`src/rtl/sps_pkg.sv`:
```
`timescale 1ns / 1ps

package sps_pkg;

  localparam int unsigned Capacity    = 16;
  localparam int unsigned CntW        = $clog2(Capacity + 1);
  localparam int unsigned ElemW       = 32;
  localparam int unsigned PrioW       = 32;
  localparam int unsigned CountFieldW = 5;
  localparam int unsigned InDataW     = 64;
  localparam int unsigned OutDataW    = 72;

  localparam logic CmdPush = 1'b0;
  localparam logic CmdPop  = 1'b1;

  typedef struct packed {
    logic [ElemW-1:0] elem;
    logic [PrioW-1:0] prio;
  } cell_data_t;

  typedef struct packed {
    logic       push;
    logic       pop;
    cell_data_t data;
  } cell_ctl_t;

endpackage

```
`src/rtl/sps_cell.sv`:
```
`timescale 1ns / 1ps

module sps_cell (
  input  logic               clk_i,
  input  sps_pkg::cell_ctl_t ctl_i,
  input  logic               occ_i,
  input  logic               left_ins_i,
  input  sps_pkg::cell_data_t left_i,
  input  sps_pkg::cell_data_t right_i,
  output logic               ins_o,
  output sps_pkg::cell_data_t data_o
);

  sps_pkg::cell_data_t data_q, data_d;

  // A free cell, or one whose priority is not above the new one, gives way.
  assign ins_o = !occ_i || (data_q.prio <= ctl_i.data.prio);

  always_comb begin
    data_d = data_q;
    if (ctl_i.push && ins_o) begin
      data_d = left_ins_i ? left_i : ctl_i.data;
    end else if (ctl_i.pop) begin
      data_d = right_i;
    end
  end

  always_ff @(posedge clk_i) begin
    data_q <= data_d;
  end

  assign data_o = data_q;

endmodule

```
`src/rtl/sorted_priority_stack.sv`:
```
`timescale 1ns / 1ps
// The result of an accepted transaction is shown in the next cycle.
// Throughput: one push or pop per cycle while the result side keeps taking results.
// Every cell compares and shifts in parallel to perform a sorted insert.
// Reset: asynchronous, active low; clears the entry count and the result valid flag.
// Cell contents are not reset; cells beyond the count are never shown.

module sorted_priority_stack (
  input  logic                         clk_i,
  input  logic                         rst_ni,
  input  logic                         s_axis_tvalid_i,
  output logic                         s_axis_tready_o,
  // elem_in [31:0], prio_in [63:32]
  input  logic [sps_pkg::InDataW-1:0]  s_axis_tdata_i,
  // command
  input  logic                         s_axis_tuser_i,
  output logic                         m_axis_tvalid_o,
  input  logic                         m_axis_tready_i,
  // top_elem [31:0], top_prio [63:32], count [68:64], is_empty [69],
  // is_full [70], op_error [71]
  output logic [sps_pkg::OutDataW-1:0] m_axis_tdata_o
);

  localparam int unsigned Cap  = sps_pkg::Capacity;
  localparam int unsigned CntW = sps_pkg::CntW;

  logic [CntW-1:0] cnt_q, cnt_d;
  logic            out_vld_q;
  logic            err_q;

  logic accept, full, empty, push_ok, pop_ok;

  sps_pkg::cell_ctl_t  ctl;
  sps_pkg::cell_data_t cell_data [Cap];
  logic                cell_ins  [Cap];

  assign s_axis_tready_o = !out_vld_q || m_axis_tready_i;
  assign accept  = s_axis_tvalid_i && s_axis_tready_o;
  assign full    = (cnt_q == CntW'(Cap));
  assign empty   = (cnt_q == '0);
  assign push_ok = accept && (s_axis_tuser_i == sps_pkg::CmdPush) && !full;
  assign pop_ok  = accept && (s_axis_tuser_i == sps_pkg::CmdPop) && !empty;

  assign ctl.push      = push_ok;
  assign ctl.pop       = pop_ok;
  assign ctl.data.elem = s_axis_tdata_i[sps_pkg::ElemW-1:0];
  assign ctl.data.prio = s_axis_tdata_i[sps_pkg::ElemW +: sps_pkg::PrioW];

  for (genvar i = 0; i < Cap; i++) begin : g_cell
    logic                occ;
    logic                left_ins;
    sps_pkg::cell_data_t left_d;
    sps_pkg::cell_data_t right_d;

    assign occ = (cnt_q > CntW'(i));

    if (i == 0) begin : g_head
      assign left_ins = 1'b0;
      assign left_d   = ctl.data;
    end else begin : g_body
      assign left_ins = cell_ins[i-1];
      assign left_d   = cell_data[i-1];
    end

    if (i == Cap - 1) begin : g_tail
      assign right_d = cell_data[i];
    end else begin : g_inner
      assign right_d = cell_data[i+1];
    end

    sps_cell u_cell (
      .clk_i     (clk_i),
      .ctl_i     (ctl),
      .occ_i     (occ),
      .left_ins_i(left_ins),
      .left_i    (left_d),
      .right_i   (right_d),
      .ins_o     (cell_ins[i]),
      .data_o    (cell_data[i])
    );
  end

  always_comb begin
    cnt_d = cnt_q;
    if (push_ok) begin
      cnt_d = cnt_q + CntW'(1);
    end else if (pop_ok) begin
      cnt_d = cnt_q - CntW'(1);
    end
  end

  always_ff @(posedge clk_i or negedge rst_ni) begin
    if (!rst_ni) begin
      cnt_q     <= '0;
      out_vld_q <= 1'b0;
    end else begin
      cnt_q <= cnt_d;
      if (accept) begin
        out_vld_q <= 1'b1;
      end else if (m_axis_tready_i) begin
        out_vld_q <= 1'b0;
      end
    end
  end

  always_ff @(posedge clk_i) begin
    if (accept) begin
      err_q <= !(push_ok || pop_ok);
    end
  end

  // Mask the top cell when the store is empty.
  assign m_axis_tvalid_o = out_vld_q;
  assign m_axis_tdata_o  = {err_q, full, empty,
                            sps_pkg::CountFieldW'(cnt_q),
                            empty ? '0 : cell_data[0].prio,
                            empty ? '0 : cell_data[0].elem};

endmodule

```
`config.mk`:
```
export PLATFORM = sky130hd
export DESIGN_NAME = sorted_priority_stack
export DESIGN_NICKNAME = d
export VERILOG_FILES = /design/src/rtl/sps_pkg.sv /design/src/rtl/sps_cell.sv /design/src/rtl/sorted_priority_stack.sv
export SDC_FILE = /design/constraint.sdc
export NUM_CORES = 2
export LEC_CHECK = 0
export BUFFER_PORTS_ARGS = -buffer_cell sky130_fd_sc_hd__buf_4
export CAP_MARGIN = 30
export CORE_MARGIN = 1
export CORE_UTILIZATION = 60
export DETAILED_ROUTE_END_ITERATION = 8
export GPL_ROUTABILITY_DRIVEN = 0
export PLACE_DENSITY = 0.75
export SLEW_MARGIN = 20
export SYNTH_ARGS = -nofsm -noshare
export SYNTH_HDL_FRONTEND = slang
export SYNTH_HIERARCHICAL = 1
export SYNTH_SLANG_ARGS = --single-unit
export TNS_END_PERCENT = 100
```
`constraint.sdc`:
```
create_clock -name clk_i -period 7 [get_ports clk_i]
set_clock_uncertainty 0.15 [all_clocks]
set_input_delay 1.4 -clock clk_i [delete_from_list [all_inputs] [get_ports clk_i]]
set_output_delay 1.4 -clock clk_i [all_outputs]
set_load 0.05 [all_outputs]
```
# [After elaboration in Yosys (flattened, before gate mapping)]
# Cells that the tools add are included.
[classes] n_mux=51 multipliers=0 magnitude_cmp=32 shift=0 n_div=0 addsub=2 eq_ne=1 reduce_logical=77 n_bitwise=1
[op_table] cell="$mux 64" n=45
[op_table] cell="$le 32x32->1" n=16
[op_table] cell="$mux 32" n=2
[op_table] cell="$gt 5x4->1 const B" n=8
[op_table] cell="$reduce_bool 2->1" n=17
[op_table] cell="$logic_and 1x1->1" n=21
[op_table] cell="$gt 5x3->1 const B" n=4
[op_table] cell="$logic_not 1->1" n=20
[op_table] cell="$logic_or 1x1->1" n=18
[op_table] cell="$gt 5x1->1 const B" n=2
[op_table] cell="$gt 5x2->1 const B" n=2
[op_table] cell="$mux 5" n=2
[op_table] cell="$add 5x1->5 const B" n=1
[op_table] cell="$eq 5x5->1 const B" n=1
[op_table] cell="$logic_not 5->1" n=1
[op_table] cell="$sub 5x1->5 const B" n=1
[op_table] cell="$mux 1" n=2
[op_table] cell="$not 1->1" n=1
[word_totals] out_inout_bits=74 ram_bits=0 register_bits=1031 input_bits=69 mem_count=0 latchBits=0 rom_bits=0

# [Longest topological paths before layout]
[depth] word_depth=7 mapped_depth=16

# [By module]
# Netlist, hierarchy kept.
[modules_own_cells] mod="sps_cell at g_cell[0].u_cell ..." area_each_um2=4421.7 cells_per_inst=361 n_inst=15
[modules_own_cells] mod="sps_cell at g_cell[9].u_cell" area_each_um2=4235.3 cells_per_inst=362 n_inst=1
[modules_own_cells] mod="sorted_priority_stack" area_each_um2=1123.6 cells_per_inst=162 n_inst=1

# [Least setup slack after synthesis]
# No wires, ideal clock.
[synth_timing] kind="input to register" from="input port s_axis_tuser_i" to="register g_cell[9].u_cell.data_q (netlist bit g_cell[9].u_cell/data_o[0]), enable pin" path_buffers=2 slack_ns=2.436 path_stages=7 arrival_time_ns=4.020 path_cell_list="nand2b_1 > nor3_1 > inv_1 > a221oi_2 > buf_4 > buf_6 > or2_2"
[synth_via] elab_chain_cells=5 elab_cells_between_ends=7
[synth_lines] item="start, declared" line="sorted_priority_stack.sv:16" source="input logic s_axis_tuser_i,"
[synth_lines] item="$not 1->1" line="sorted_priority_stack.sv:41" source="assign push_ok = accept && (s_axis_tuser_i == sps_pkg::CmdPush) && !full;"
[synth_lines] item="$logic_and 1x1->1 (2 in a row)" line="sorted_priority_stack.sv:41"
[synth_lines] item="via push_ok" line="sorted_priority_stack.sv:31" source="logic accept, full, empty, push_ok, pop_ok;"
[synth_lines] item="$logic_and 1x1->1" line="sps_cell.sv:21" source="if (ctl_i.push && ins_o) begin"
[synth_lines] item="$reduce_bool 2->1 (no line)"
[synth_lines] item="end signal, assigned" line="sps_cell.sv:29" source="data_q <= data_d;"
[synth_lines] item="end, declared" line="sps_cell.sv:14" source="sps_pkg::cell_data_t data_q, data_d;"
# The timed path passes the listed nets, and every way through them passes these cells.
# A chain may end at the register's enable or synchronous reset.

# [Final worst setup path]
[layout_timing] from="register cnt_q[1]" to="register g_cell[12].u_cell.data_q (netlist bit g_cell[12].u_cell/data_o[55]), enable pin"
[layout_via] elab_chain_cells=5 elab_cells_between_ends=11
[layout_lines] item="start, declared" line="sorted_priority_stack.sv:27" source="logic [CntW-1:0] cnt_q, cnt_d;"
[layout_lines] item="start signal, assigned" line="sorted_priority_stack.sv:97" source="cnt_q <= cnt_d;"
[layout_lines] item="$eq 5x5->1" line="sorted_priority_stack.sv:39" source="assign full = (cnt_q == CntW'(Cap));"
[layout_lines] item="$logic_not 1->1" line="sorted_priority_stack.sv:41"
[layout_lines] item="$logic_and 1x1->1" line="sorted_priority_stack.sv:41"
[layout_lines] item="via push_ok" line="sorted_priority_stack.sv:31"
[layout_lines] item="$logic_and 1x1->1" line="sps_cell.sv:21"
[layout_lines] item="$reduce_bool 2->1 (no line)"
[layout_lines] item="end signal, assigned" line="sps_cell.sv:29"
[layout_lines] item="end, declared" line="sps_cell.sv:14"
# The timed path passes the listed nets, and every way through them passes these cells.

==> impl_metrics.ini <==
[global_routing]
grt_pass1_wl_um = 259000
track_usage_pct = 26.6
grt-ovfl-total = 0
grt_pass1_vias = 45500
grt_max_degree = 96
antenna_found_initial = 3

[clock_network]
clkTransAtPathRegs_ns = 0.06
ctsResizeCount = 0
htreeDepth = 3
cts_root_buf = clkbuf_16
numClockSinks = 1031
cts_tree = yes
clockBufferDepth = 3
cts_buffers = 112
cts_setup_buffers = 0
hold_buffers = 0
clk_latency_ns = 0.74

[route]
avgRoutedWirePerCell_um = 21.6
drc = 0
ant_nets = 0
drtIter0Drc = 4428
viasPerCell = 6.10
wirelength_um = 164000
drt_pass1_iterations = 6
via_count = 46300

[cells_and_area]
most-common-layout-cells = edfxtp_1 (1,025), mux2_2 (768), mux2_4 (735)
fillCellCount = 8516
layout_commonest_cell = edfxtp_1
drive_gt1_share_pct = 31.9
syn_to_final_growth_pct = 8.01
nets = 6549

[sta]
tightest_slew_ns = 1.00
tns_ns = 0
rsz0062_at_grt = false
period_minus_slack_ns = 5.06
finalCritPeriodShare_pct = 72.3
hold_ws_ns = 0.331
finalHoldViolations = 0
fmax_ghz = 0.198
slew_viol_final = 0
setup_viol = 0
relSlewSlack_pct = 32.7

[power]
power.total_mw = 23.3
leakagePower_nw = 31.5
power_density_nw_per_um2 = 301
vdd.ir_drop.worst_uv = 240

[floorplanning]
dieArea_um2 = 121000
start_util_pct = 60.6
die_h_um = 348
core-area_um2 = 118000
num_rows = 126
die_width_um = 348
io_pins = 143

[place]
dp_hpwl_um = 121000
portBuffers = 142

[synthesis]
postSynthCellCount = 5938
synth_warnings = 6
synth_area_um2 = 71700
avgSynthCellArea_um2 = 12.1
syn_nets = 6525

[critical_path]
crit_arrival_ns = 5.26
crit_path_start_kind = register
worstSetupPathType = register to register
crit_path_end_kind = register
crit_fanout = 35
r2r_start = cnt_q[1]
cp.required_ns = 7.20
crit_start = cnt_q[1]

[flow_run]
drv_cap = 0

[worst_hold_path]
min-delay-path-class = input pin to asynchronous set/reset pin

[outcome]
status = complete, no violations
flip-flops by register name, summed over array words and instances, names as in the netlist:
register,count
g_cell.u_cell/data_o,1024
cnt_q,5
err_q,1
m_axis_tvalid_o,1
cell type report:
cell class / count / area, µm² / share of cell area (%)
Multi-Input combinational cell: 4051 / 37100 / 47.9
Tap cell: 1536 / 1920 / 2.48
Inverter: 554 / 2080 / 2.69
Sequential cell: 1031 / 30900 / 40.0
Antenna cell: 3 / 7.51 / 0.00970
Clock buffer: 135 / 2910 / 3.76
Clock inverter: 76 / 582 / 0.752
Timing Repair Buffer: 212 / 1910 / 2.46
stage by stage:
stage / util (%) / instance area, µm² / std cells / worst slack [ns]
floorplan: - / 71700 / 5938 / 2.44
global placement: 62.5 / 73800 / 7381 / 1.69
detailed placement: 62.5 / 73900 / 7382 / 1.64
CTS: 65.4 / 77400 / 7593 / 2.04
global route: 65.5 / 77400 / 7598 / 1.77
finish: 65.5 / 77400 / 7598 / 1.94
metal layers:
layer / wire length [µm] / vias up / share of wire (%) / global-route usage [%]
li1: - / 21900 / - / -
met2: 69400 / 1613 / 42 / 38.9
met5: 0 / - / 0 / 0
met4: 4010 / 0 / 2.4 / 7.79
met1: 80200 / 22600 / 49 / 41.1
met3: 10600 / 235 / 6.4 / 3.26
path summary, 6_finish.rpt:
kind | slack [ns] | endpoint | depth (start not counted)
max in group asynchronous | 6.21 | cnt_q[0] | 1
worst max-delay path | 1.94 | g_cell[12].u_cell/data_o[55] | 11
worst max register to register | 1.94 | g_cell[12].u_cell/data_o[55] | 11
worst min-delay path | 0.33 | cnt_q[1] | 1
min in group clk_i | 0.42 | g_cell[8].u_cell/data_o[50] | 1
worst min register to register | 0.42 | g_cell[8].u_cell/data_o[50] | 1
worst max-delay path, cell delays in order (launching register included):
cell	delay, ns
dfrtp_1	0.64
inv_1	0.19
ha_1	0.26
nand4bb_1	0.20
inv_1	0.18
nor3_2	0.85
buf_4	0.33
inv_1	0.10
a211oi_4	0.18
buf_4	0.36
or2_2	0.61
buf_4	0.55
report_power, final:
part           leakage (nW)  internal, mW  total, mW  switching (mW)
logic                  20.1          4.02       8.53            4.51
clock network          1.70          3.15       5.69            2.54
registers              9.69          8.32       9.10           0.786
Note: power is estimated with default switching activity, not from simulation.
